$ cat config.mk
export PLATFORM = sky130hd
export DESIGN_NAME = float32_add_subtract_unit
export DESIGN_NICKNAME = d
export VERILOG_FILES = /design/src/hdl/f32as_pkg.sv /design/src/hdl/float32_add_subtract_unit.sv /design/src/hdl/f32as_align.sv /design/src/hdl/f32as_addsub.sv /design/src/hdl/f32as_norm.sv
export SDC_FILE = /design/constraint.sdc
export NUM_CORES = 1
export LEC_CHECK = 0
export BUFFER_PORTS_ARGS = -buffer_cell sky130_fd_sc_hd__clkbuf_2
export CAP_MARGIN = 30
export CORE_ASPECT_RATIO = 0.8
export CORE_MARGIN = 8
export CORE_UTILIZATION = 60
export DETAILED_ROUTE_END_ITERATION = 6
export PLACE_DENSITY = 0.8
export SLEW_MARGIN = 30
export SYNTH_ARGS = -nofsm -noshare
export SYNTH_HDL_FRONTEND = slang
export SYNTH_HIERARCHICAL = 1
export SYNTH_SLANG_ARGS = --single-unit
$ cat constraint.sdc
create_clock -name clk_i -period 8.05 [get_ports clk_i]
set_clock_uncertainty 0.1 [all_clocks]
set_input_delay 0.805 -clock clk_i [delete_from_list [all_inputs] [get_ports clk_i]]
set_output_delay 0.805 -clock clk_i [all_outputs]
set_load 0.05 [all_outputs]
$ cat src/hdl/f32as_pkg.sv
// Package for the single-precision add/subtract unit.
// Holds field widths, constants and the inter-stage struct types; no dependencies.
package f32as_pkg;
  localparam int unsigned ExpW  = 8;
  localparam int unsigned FracW = 23;
  localparam int unsigned SigW  = 24;
  localparam logic [SigW-1:0] HiddenOne = 24'h800000;
  localparam logic CmdAdd = 1'b0;
  localparam logic CmdSub = 1'b1;

  // after unpack/order/align
  typedef struct packed {
    logic            eff_sub;
    logic            cancel;
    logic            sign;
    logic [ExpW-1:0] e_big;
    logic [SigW-1:0] m_big;
    logic [SigW-1:0] m_sml_sh;
    logic            guard;
  } align_t;

  // after add/subtract
  typedef struct packed {
    logic            eff_sub;
    logic            cancel;
    logic            sign;
    logic [ExpW-1:0] e_big;
    logic [SigW:0]   sig;
  } sum_t;
endpackage

$ cat src/hdl/float32_add_subtract_unit.sv
// Top level of the single-precision truncating add/subtract unit.
// Depends on f32as_pkg, f32as_align, f32as_addsub, f32as_norm.
//
// channel | ports                                        | transfer
// input   | command_i, operand_a_i, operand_b_i          | start_i && !busy_o
// result  | sum_word_o, range_error_o                    | done_o (one cycle)
//
// Three register stages: align, add/subtract, normalize. done_o is the valid
// bit of the last stage, which moves in step with the normalize register;
// one item enters every cycle.
// busy_o is held low: the result side cannot stall, so the pipe never holds.
// Reset clears the stage valid bits only.
module float32_add_subtract_unit (
  input  logic        clk_i,
  input  logic        rst_ni,
  input  logic        start_i,
  output logic        busy_o,
  input  logic        command_i,
  input  logic [31:0] operand_a_i,
  input  logic [31:0] operand_b_i,
  output logic        done_o,
  output logic [31:0] sum_word_o,
  output logic        range_error_o
);
  f32as_pkg::align_t align_d, align_q;
  f32as_pkg::sum_t   sum_d, sum_q;
  logic [31:0]       word_d, word_q;
  logic              rerr_d, rerr_q;
  logic [2:0]        vld_q;

  assign busy_o = 1'b0;

  f32as_align u_align (.command_i, .operand_a_i, .operand_b_i, .align_o(align_d));
  f32as_addsub u_addsub (.align_i(align_q), .sum_o(sum_d));
  f32as_norm u_norm (.sum_i(sum_q), .sum_word_o(word_d), .range_error_o(rerr_d));

  always_ff @(posedge clk_i or negedge rst_ni) begin
    if (!rst_ni) begin
      vld_q <= '0;
    end else begin
      vld_q <= {vld_q[1:0], start_i && !busy_o};
    end
  end

  always_ff @(posedge clk_i) begin
    align_q <= align_d;
    sum_q   <= sum_d;
    word_q  <= word_d;
    rerr_q  <= rerr_d;
  end

  assign done_o        = vld_q[2];
  assign sum_word_o    = word_q;
  assign range_error_o = rerr_q;

  a_latency: assert property (@(posedge clk_i) disable iff (!rst_ni)
    (start_i && !busy_o) |=> ##2 done_o) else $error("result lost");
  a_no_spurious: assert property (@(posedge clk_i) disable iff (!rst_ni)
    done_o |-> $past(vld_q[1])) else $error("spurious result");
  a_cancel_zero: assert property (@(posedge clk_i) disable iff (!rst_ni)
    (vld_q[1] && sum_q.eff_sub && sum_q.cancel) |=> (sum_word_o == 32'd0 && !range_error_o))
    else $error("cancel not zero");
endmodule

$ cat src/hdl/f32as_align.sv
// Stage 1: unpack, order magnitudes, align the smaller significand.
// Depends on f32as_pkg.
module f32as_align (
  input  logic                 command_i,
  input  logic [31:0]          operand_a_i,
  input  logic [31:0]          operand_b_i,
  output f32as_pkg::align_t    align_o
);
  logic                        sa, sb, b_bigger;
  logic [f32as_pkg::ExpW-1:0]  ea, eb, e_sml, d;
  logic [f32as_pkg::FracW-1:0] fa, fb;
  logic [f32as_pkg::SigW-1:0]  m_sml;
  logic [4:0]                  dg;

  always_comb begin
    sa = operand_a_i[31];
    sb = operand_b_i[31] ^ (command_i == f32as_pkg::CmdSub);
    ea = operand_a_i[30:23];
    eb = operand_b_i[30:23];
    fa = operand_a_i[22:0];
    fb = operand_b_i[22:0];
    b_bigger = (eb > ea) || ((eb == ea) && (fb > fa));
    align_o.e_big = b_bigger ? eb : ea;
    e_sml         = b_bigger ? ea : eb;
    align_o.m_big = {1'b1, b_bigger ? fb : fa};
    m_sml         = {1'b1, b_bigger ? fa : fb};
    d = align_o.e_big - e_sml;
    align_o.m_sml_sh = (d >= 8'd24) ? '0 : (m_sml >> d[4:0]);
    dg = d[4:0] - 5'd1;
    align_o.guard = (d != 8'd0) && (d <= 8'd24) && m_sml[dg];
    align_o.eff_sub = (sa != sb);
    align_o.cancel  = (ea == eb) && (fa == fb);
    align_o.sign    = sa ^ ((sa != sb) && b_bigger);
  end
endmodule

$ cat src/hdl/f32as_addsub.sv
// Stage 2: magnitude add or subtract with the truncation decrement.
// Depends on f32as_pkg.
module f32as_addsub (
  input  f32as_pkg::align_t align_i,
  output f32as_pkg::sum_t   sum_o
);
  logic [f32as_pkg::SigW:0] diff;

  always_comb begin
    diff = {1'b0, align_i.m_big} - {1'b0, align_i.m_sml_sh};
    if (align_i.guard && (diff > 25'd1)) diff = diff - 25'd1;
    sum_o.eff_sub = align_i.eff_sub;
    sum_o.cancel  = align_i.cancel;
    sum_o.sign    = align_i.sign;
    sum_o.e_big   = align_i.e_big;
    sum_o.sig     = align_i.eff_sub ? diff
                                    : ({1'b0, align_i.m_big} + {1'b0, align_i.m_sml_sh});
  end
endmodule

$ cat src/hdl/f32as_norm.sv
// Stage 3: normalize, form the exponent and the range flag, pack.
// Depends on f32as_pkg.
module f32as_norm (
  input  f32as_pkg::sum_t sum_i,
  output logic [31:0]     sum_word_o,
  output logic            range_error_o
);
  logic [4:0]  lz;
  logic [23:0] sh;
  logic [9:0]  ex;
  logic [22:0] fr;

  always_comb begin
    lz = 5'd0;
    for (int i = 0; i < 24; i++) begin
      if (sum_i.sig[i]) lz = 5'(23 - i);
    end
    if (!sum_i.eff_sub) begin
      if (sum_i.sig[24]) begin
        fr = sum_i.sig[23:1];
        ex = {2'b00, sum_i.e_big} + 10'd1;
      end else begin
        fr = sum_i.sig[22:0];
        ex = {2'b00, sum_i.e_big};
      end
      sh = '0;
    end else begin
      sh = sum_i.sig[23:0] << lz;
      fr = sh[22:0];
      ex = {2'b00, sum_i.e_big} - {5'd0, lz};
    end
    if (sum_i.eff_sub && sum_i.cancel) begin
      sum_word_o    = '0;
      range_error_o = 1'b0;
    end else begin
      sum_word_o    = {sum_i.sign, ex[7:0], fr};
      range_error_o = ex[9] || (ex == 10'd0) || (ex > 10'd254);
    end
  end
endmodule
==> impl_metrics.csv, run 1 <==
group,metric,value,unit
route,wl,35900,um
yosys,synth_edf_count,0,
sta,slew_viol_final,0,
clocking,clock-sinks,132,
route,wl_per_cell,19.4,um
route,drtAntennaViolNets,0,
sta,worst_slew_pin_slew,907,ps
status,status,"finished clean",
final_layout,most-common-layout-cells,"nand2_1, dfxtp_1, a21oi_1",
placement,dpl.hpwl,27600,um
floorplan,fp.dieH,144,um
floorplan,fp.dieArea,25200,um2
yosys,synth_top_cell_by_area,"dfxtp_1",
clocking,postCtsSetupBuffers,0,
yosys,yosys_warnings,6,
clocking,cts.clk_slew.worst_paths,70,ps
global_route,gr-total-overflow,0,
pwr,powerDensity,306,nW/um2
pwr,peakVddDrop,0.000188,V
route,drt_iter0_drc,1608,
route,wl_met3,3290,um
global_route,track_usage,27.5,%
setup_path,critPathLaunchType,"primary input",
final_layout,finish.instance_area,13200,um2
final_layout,diodes,0,
global_route,grt_max_degree,64,
yosys,synth.avg_cell_area,7.94,um2
min_path,hp-class,"in2async",
yosys,synth_cells,1539,
placement,dp_cells,1815,
floorplan,core_area,19900,um2
clocking,cts_root_buf,"clkbuf_16",
yosys,synth_top_area_share,21.1,%
yosys,yosysUniqueCellTypes,110,
placement,place.gp.congestion,1.03,
sta,finalSetupTns,0,ps
sta,fin_ws,2220,ps
pwr,p_total,4.05,mW
final_layout,num-nets-final,1732,
run,cap_violations,0,
setup_path,crit_type,"in2reg",
final_layout,finalCoreUtilization,66.4,%
route,drc,0,
final_layout,final_cell_count_no_fill,1847,
clocking,cts_hold_buf,0,
floorplan,row_count,46,
final_layout,final_common_cell,"nand2_1",
placement,place_area,12600,um2
final_layout,nFillCells,1725,
global_route,antenna_found_initial,0,
yosys,synthFlopType,"dfxtp_1",
setup_path,crit_arrival,6080,ps
sta,hold_slack,60.4,ps
placement,dpl_worst_slack,1840,ps
yosys,ys_seq_area_share,21.7,%
sta,fmax,171,MHz
sta,rsz0062_at_grt,"no",
sta,maxSlewHeadroom,39.2,%
setup_path,cp_max_fo,34,
global_route,grt_pass1_wl,57000,um
yosys,ys_ff_latch,132,
yosys,synth_nets,1701,
clocking,cts_resized,0,
yosys,async_flop_share,2.27,%
floorplan,start_util,61.4,%
sta,fin_crit,5830,ps
clocking,numCtsBuffers,17,
yosys,synthTopCellsByArea,"dfxtp_1, ha_1, mux2i_1, a21oi_1, nand2_1",
sta,hold_violations,0,
placement,io_buffers,101,
floorplan,io_pins,103,
clocking,clockBufferDepth,2,
route,top_layer_used,"met4",
final_layout,syn2layout_area_growth,8.23,%
setup_path,critPathRequiredTime,8290,ps
global_route,grt_pass1_vias,11000,
pwr,p_leak,5.64,nW
sta,setup_viol,0,
final_layout,drive_gt1_share,14.8,%
route,wl_met2,15600,um
setup_path,endpoint_kind,"flip-flop",
clocking,cts_tree,"done",
floorplan,fp.dieW,176,um
clocking,clk-insertion-delay-late,430,ps
route,wl_met1,15900,um
route,routed-via-count,12000,
clocking,cts_max_level,4,
sta,finalCritPeriodShare,72.5,%
yosys,syn_area,12200,um2
route,via_per_inst,6.50,
route,first_pass_iters,6,
-- power by group --
group	leakage, nW	total [mW]	internal [mW]	switching (mW)
clock	0.295	0.793	0.473	0.320
sequential	1.11	1.03	0.829	0.205
combinational	4.24	2.22	0.763	1.46
-- final timing paths --
| path | from | to | slack (ps) | cells after the start |
|---|---|---|---|---|
| min in group clk_i | align_q[54] | sum_q[30] | 230 | 0 |
| min reg2reg | align_q[54] | sum_q[30] | 230 | 0 |
| max | operand_b_i[23] | align_q[0] | 2220 | 19 |
| max in group asynchronous | rst_ni | vld_q[2] | 7680 | 1 |
| min | rst_ni | vld_q[0] | 60 | 1 |
| max reg2reg | align_q[25] | sum_q[11] | 3580 | 14 |
-- layout make-up --
class | instances | area (um2) | share of cell area [%]
Timing Repair Buffer | 113 | 596 | 4.50
Sequential cell | 132 | 2660 | 20.1
Inverter | 101 | 379 | 2.87
Clock buffer | 18 | 439 | 3.32
Clock inverter | 14 | 168 | 1.27
Multi-Input combinational cell | 1205 | 8660 | 65.5
Tap cell | 264 | 330 | 2.50
-- registers in the layout, indices dropped and copies added (netlist names) --
signal,flops
vld_q,3
align_q,60
sum_word_o,32
range_error_o,1
sum_q,36
-- per-layer routing --
layer	GRT usage (%)	vias to the layer above
met5	0	-
met4	9.35	0
met3	5.14	84
met2	42.1	640
met1	38.2	5626
li1	-	5658
-- critical path: stages --
cell      delay [ps]
clkbuf_2          90
inv_1             50
ha_1             270
buf_4            400
and4_1           300
nand2_1           90
and3b_1          270
a21o_1           600
nor2_4            40
nand2_1           80
nand2_1           50
ha_1             460
clkinv_1         800
ha_1             740
mux4_2           310
nor2b_1          150
a221oi_1         260
a211oi_1          90
nor4_1           210
-- cell families after synthesis --
kind of cell / count (synthesis) / synth area share, %
muxes: 120 / 11.3
other: 2 / 0.0615
DFF: 132 / 21.7
and+or+nand+nor: 494 / 21.1
buffers and inverters: 202 / 7.55
xor gates and xnor gates: 64 / 4.65
AOI/OAI and AO/OA: 431 / 23.8
adders and majority gates: 94 / 9.81
-- synthesized netlist by cell type, types with 6 or more instances --
library cell,number
a211oi_1,16
a211oi_2,9
a21o_1,17
a21oi_1,129
a221oi_1,11
a22oi_1,13
a31o_1,8
a31oi_1,23
and2_1,15
and3_1,14
and4_1,8
buf_1,8
buf_2,26
buf_4,21
buf_6,7
clkbuf_1,39
dfxtp_1,129
ha_1,91
inv_1,91
inv_2,7
mux2_2,6
mux2i_1,100
mux4_2,14
nand2_1,130
nand2b_1,16
nand3_1,40
nand4_1,31
nor2_1,109
nor2b_1,20
nor3_1,50
nor3_2,7
o211ai_1,10
o21ai_0,77
o21ai_1,9
o21bai_1,15
o221ai_1,6
o22ai_1,15
or3_1,11
xnor2_1,46
xor2_1,17
No activity file was read; power rests on OpenSTA's default activity.
==> inputs of run 2 (changes only) <==
--- a/config.mk
+++ b/config.mk
@@ -9,9 +9,9 @@
 export CAP_MARGIN = 30
 export CORE_ASPECT_RATIO = 0.8
 export CORE_MARGIN = 8
-export CORE_UTILIZATION = 60
+export CORE_UTILIZATION = 56
 export DETAILED_ROUTE_END_ITERATION = 6
-export PLACE_DENSITY = 0.8
+export PLACE_DENSITY = 0.78
 export SLEW_MARGIN = 30
 export SYNTH_ARGS = -nofsm -noshare
 export SYNTH_HDL_FRONTEND = slang
==> constraint.sdc (replaced) <==
create_clock -name clk_i -period 4.8 [get_ports clk_i]
set_clock_uncertainty 0.1 [all_clocks]
set_input_delay 0.48 -clock clk_i [delete_from_list [all_inputs] [get_ports clk_i]]
set_output_delay 0.48 -clock clk_i [all_outputs]
set_load 0.05 [all_outputs]
==> impl_metrics.csv, run 2 (synthesized netlist as in run 1, its figures left out) <==
group,metric,value,unit
route,wl,37600,um
setup_path,regToRegEndpoint,"sum_q[11]",
sta,finalSetupTns,0,ps
status,status,"finished with violations",
sta,setup_viol,0,
sta,fin_crit,4200,ps
clocking,postCtsSetupBuffers,0,
floorplan,io_pins,103,
route,wl_per_cell,20.0,um
global_route,antenna_found_initial,0,
clocking,clockBufferDepth,2,
clocking,cts_hold_buf,1,
route,via_per_inst,6.40,
final_layout,syn2layout_area_growth,9.55,%
placement,dpl_worst_slack,278,ps
route,drc,5,
global_route,track_usage,27.2,%
clocking,clock-sinks,132,
final_layout,multiInputGateArea,8660,um2
setup_path,worstSetupStartpoint,"align_q[25]",
setup_path,crit_slowest_cell,"nand4_2",
sta,slew_viol_final,0,
floorplan,fp.dieArea,26800,um2
setup_path,cp_max_fo,20,
sta,rsz0062_at_grt,"no",
clocking,cts_max_level,4,
final_layout,diodes,0,
placement,place.gp.congestion,0.987,
floorplan,core_area,21500,um2
pwr,powerDensity,508,nW/um2
setup_path,worstPathBufferInverterCount,1,
final_layout,largest_reg_flops,60,
global_route,grt_pass1_wl,60100,um
route,drt_iter0_drc,1574,
route,routed-via-count,12000,
floorplan,fp.dieW,181,um
final_layout,num-nets-final,1755,
floorplan,row_count,48,
setup_path,cp-endpoint,"sum_q[11]",
sta,maxSlewHeadroom,48.2,%
clocking,clk-insertion-delay-late,420,ps
sta,fin_ws,603,ps
sta,fmax,238,MHz
final_layout,drive_gt1_share,16.1,%
global_route,grt_pass1_vias,11200,
setup_path,endpoint_kind,"flip-flop",
clocking,cts_tree,"done",
placement,dpl.hpwl,29600,um
pwr,peakVddDrop,0.000307,V
final_layout,top_register,"align_q",
setup_path,cp_top_family,"simple AND/OR/NAND/NOR gates",
final_layout,regArea,2660,um2
setup_path,rr_startpoint,"align_q[25]",
setup_path,max_stage_delay,490,ps
setup_path,worstPathCellList,"inv_1 -> ha_1 -> fa_1 -> nand2b_1 -> a21oi_2 -> nor4_4 -> or3_1 -> nand4b_1 -> and3b_1 -> and4_1 -> nand4_2 -> a31o_1 -> a31oi_1 -> xnor2_1",
clocking,cts.clk_slew.worst_paths,70,ps
run,cap_violations,0,
sta,hold_violations,0,
global_route,gr-total-overflow,0,
setup_path,reg2reg_depth,14,
setup_path,crit_arrival,4420,ps
setup_path,crit_type,"reg2reg",
clocking,cts_resized,0,
final_layout,nFillCells,1903,
floorplan,fp.dieH,148,um
final_layout,most-common-layout-cells,"dfxtp_1, nand2_1, a21oi_1",
global_route,grt_max_degree,53,
clocking,numCtsBuffers,17,
setup_path,critPathLaunchType,"flip-flop",
placement,io_buffers,101,
sta,finalCritPeriodShare,87.4,%
status,violations,"DRC",
route,drtAntennaViolNets,0,
setup_path,reg2reg_slack,600,ps
min_path,hp-class,"in2reg",
pwr,p_leak,5.74,nW
setup_path,cp_num_cells,14,
setup_path,critPathRequiredTime,5030,ps
floorplan,start_util,56.8,%
sta,worst_slew_pin_slew,769,ps
clocking,cts_root_buf,"clkbuf_16",
route,first_pass_iters,7,
==> run 2: cell types whose count changed in the layout (fill, tap and decap cells not counted), sizes merged <==
cell,before,now
buf,12,34
clkinv,8,6
dlygate4sd3,0,1
inv,104,107
bufinv,2,0
clkinvlp,1,2
==> run 2: worst min path at each step <==
stage | startpoint | endpoint | cells past startpoint | slack (ps)
after floorplan | rst_ni | vld_q[0] | 0 | 80
after global placement | rst_ni | vld_q[2] | 1 | 180
after detailed placement | rst_ni | vld_q[2] | 1 | 180
after CTS | start_i | vld_q[0] | 1 | 60
after global routing | start_i | vld_q[0] | 1 | 60
final | start_i | vld_q[0] | 1 | 70
==> run 2: stage by stage <==
step                hold WS (ps)  util, %  std cells  power, mW  instance area (um2)
floorplan                   84.4        -       1539       4.52                12200
global placement             180     59.6       1848       5.42                12800
detailed placement           184     59.6       1848       5.44                12800
CTS                         58.2     62.3       1881       6.71                13400
global route                55.8     62.3       1881       7.17                13400
finish                      65.8     62.3       1881       6.80                13400
==> run 2: worst register-to-register path, stage by stage, from the launching register on <==
cell and delay [ps]:
dfxtp_1 340, inv_1 50, ha_1 200, fa_1 420, nand2b_1 200, a21oi_2 290, nor4_4 120, or3_1 410
nand4b_1 110, and3b_1 280, and4_1 330, nand4_2 490, a31o_1 410, a31oi_1 200, xnor2_1 160
==> run 2: final cells by class <==
class / instances / area share [%]
sequential: 132 / 19.9
tap: 275 / 2.57
inverter: 101 / 2.84
timing repair buffer: 136 / 5.76
clock buffer: 18 / 3.28
multi-input combinational: 1205 / 64.7
clock inverter: 14 / 0.991
==> run 2: where the power goes <==
part | internal, mW | switching [mW] | leakage (nW)
registers | 1.39 | 0.351 | 1.11
logic | 1.32 | 2.48 | 4.35
clock network | 0.700 | 0.561 | 0.278
total | 3.41 | 3.39 | 5.74
==> run 2: metal layers <==
metal  up-vias  GRT usage (%)  part of all wire, %
met1      5605           39.9                   46
met2       691           39.9                   42
li1       5703              -                    -
met3        47           6.27                   11
met4         0           5.73                  1.2
met5         -              0                    0
==> inputs of run 3 (changes only) <==
--- a/config.mk
+++ b/config.mk
@@ -8,10 +8,10 @@
 export BUFFER_PORTS_ARGS = -buffer_cell sky130_fd_sc_hd__clkbuf_2
 export CAP_MARGIN = 30
 export CORE_ASPECT_RATIO = 0.8
-export CORE_MARGIN = 8
+export CORE_MARGIN = 2
 export CORE_UTILIZATION = 56
 export DETAILED_ROUTE_END_ITERATION = 6
-export PLACE_DENSITY = 0.78
+export PLACE_DENSITY_LB_ADDON = 0.1
 export SLEW_MARGIN = 30
 export SYNTH_ARGS = -nofsm -noshare
 export SYNTH_HDL_FRONTEND = slang
==> impl_metrics.csv, run 3 (synthesized netlist as in run 1, its figures left out) <==
group,metric,value,unit
status,status,"finished clean",
sta,finalCritPeriodShare,88.2,%
setup_path,critPathLaunchType,"flip-flop",
setup_path,cp_top_family,"simple AND/OR/NAND/NOR gates",
sta,hold_violations,0,
final_layout,most-common-layout-cells,"dfxtp_1, nand2_1, a21oi_1",
final_layout,drive_gt1_share,15.9,%
clocking,cts.clk_slew.worst_paths,70,ps
placement,io_buffers,101,
sta,slew_viol_final,0,
floorplan,core_area,21500,um2
floorplan,fp.dieH,136,um
global_route,antenna_found_initial,0,
placement,place.gp.congestion,0.959,
pwr,p_leak,5.72,nW
clocking,cts_root_buf,"clkbuf_16",
clocking,cts_tree,"done",
setup_path,crit_slowest_cell,"nand4_2",
min_path,hp-class,"in2reg",
global_route,track_usage,32.2,%
clocking,clockBufferDepth,2,
final_layout,largest_reg_flops,60,
setup_path,critPathRequiredTime,5020,ps
setup_path,endpoint_kind,"flip-flop",
clocking,cts_max_level,4,
floorplan,fp.dieW,169,um
route,routed-via-count,11800,
final_layout,finish.instance_area,13400,um2
final_layout,finalCoreUtilization,62.2,%
final_layout,diodes,0,
floorplan,fp.dieArea,23000,um2
setup_path,worstPathCellList,"inv_1 -> ha_1 -> fa_1 -> nand2b_1 -> a21oi_2 -> nor4_4 -> or3_1 -> nand4b_1 -> and3b_1 -> and4_1 -> nand4_2 -> a31o_1 -> a31oi_1 -> xnor2_1",
final_layout,top_register,"align_q",
setup_path,crit_arrival,4450,ps
route,drtAntennaViolNets,0,
floorplan,io_pins,103,
route,wl_per_cell,19.7,um
route,first_pass_iters,6,
route,drc,0,
sta,maxSlewHeadroom,51.0,%
floorplan,start_util,56.8,%
setup_path,worstPathBufferInverterCount,1,
placement,dpl.hpwl,28900,um
setup_path,crit_type,"reg2reg",
sta,finalSetupTns,0,ps
setup_path,cp_max_fo,20,
global_route,grt_max_degree,48,
clocking,numCtsBuffers,17,
clocking,clk-insertion-delay-late,420,ps
placement,place_area,12800,um2
route,via_per_inst,6.30,
global_route,grt_pass1_wl,58600,um
route,wl,36900,um
sta,fin_crit,4240,ps
route,drt_iter0_drc,1369,
pwr,peakVddDrop,0.000342,V
floorplan,row_count,48,
sta,setup_viol,0,
run,cap_violations,0,
sta,rsz0062_at_grt,"no",
global_route,grt_pass1_vias,10700,
final_layout,num-nets-final,1751,
clocking,clock-sinks,132,
pwr,powerDensity,513,nW/um2
sta,fmax,236,MHz
final_layout,syn2layout_area_growth,9.50,%
global_route,gr-total-overflow,0,
sta,worst_slew_pin_slew,715,ps
setup_path,max_stage_delay,480,ps
-- run 3: report_power, final --
part / leakage, nW / total [mW] / switching, mW / internal, mW
clock network: 0.283 / 1.33 / 0.552 / 0.782
logic: 4.33 / 3.79 / 2.48 / 1.31
registers: 1.11 / 1.73 / 0.340 / 1.39
-- run 3: what timing repair did --
action	4_1_cts	5_1_grt
endpoints found under the hold margin	3	0
setup buffers	0	0
hold buffers	1	0
gates resized for setup	0	0
-- run 3: through the flow --
stage | setup slack (ps) | hold slack [ps] | instances | power [mW]
after floorplan | 1.76 | 84.4 | 1539 | 4.52
after global placement | 475 | 178 | 1844 | 5.43
after detailed placement | 390 | 184 | 1844 | 5.43
after CTS | 611 | 48.3 | 1877 | 6.78
after global routing | 310 | 44.0 | 1877 | 7.26
final | 565 | 59.8 | 1877 | 6.86
-- run 3: path summary, 6_finish.rpt --
path	start	end	slack (ps)	cells past startpoint
hold / removal	start_i	vld_q[0]	60	1
setup reg to reg	align_q[25]	sum_q[4]	560	14
setup / recovery	align_q[25]	sum_q[4]	560	14
min in group asynchronous	rst_ni	vld_q[2]	290	2
max in group asynchronous	rst_ni	vld_q[1]	4200	2
hold reg to reg	align_q[49]	sum_q[25]	230	0
-- run 3: cell type report --
class | instances | area (um2)
Clock buffer | 18 | 429
Clock inverter | 14 | 166
Fill cell | 1972 | 8120
Inverter | 101 | 380
Multi-Input combinational cell | 1205 | 8660
Sequential cell | 132 | 2660
Tap cell | 275 | 344
Timing Repair Buffer | 132 | 741
-- run 3: routing by layer --
layer  GRT usage, %  up-vias  wire length, um
li1               -     5697                -
met2           46.8      561            15200
met1           48.7     5537            18000
met4           6.70        0              466
met3           6.52       38             3310
met5              0        -                0
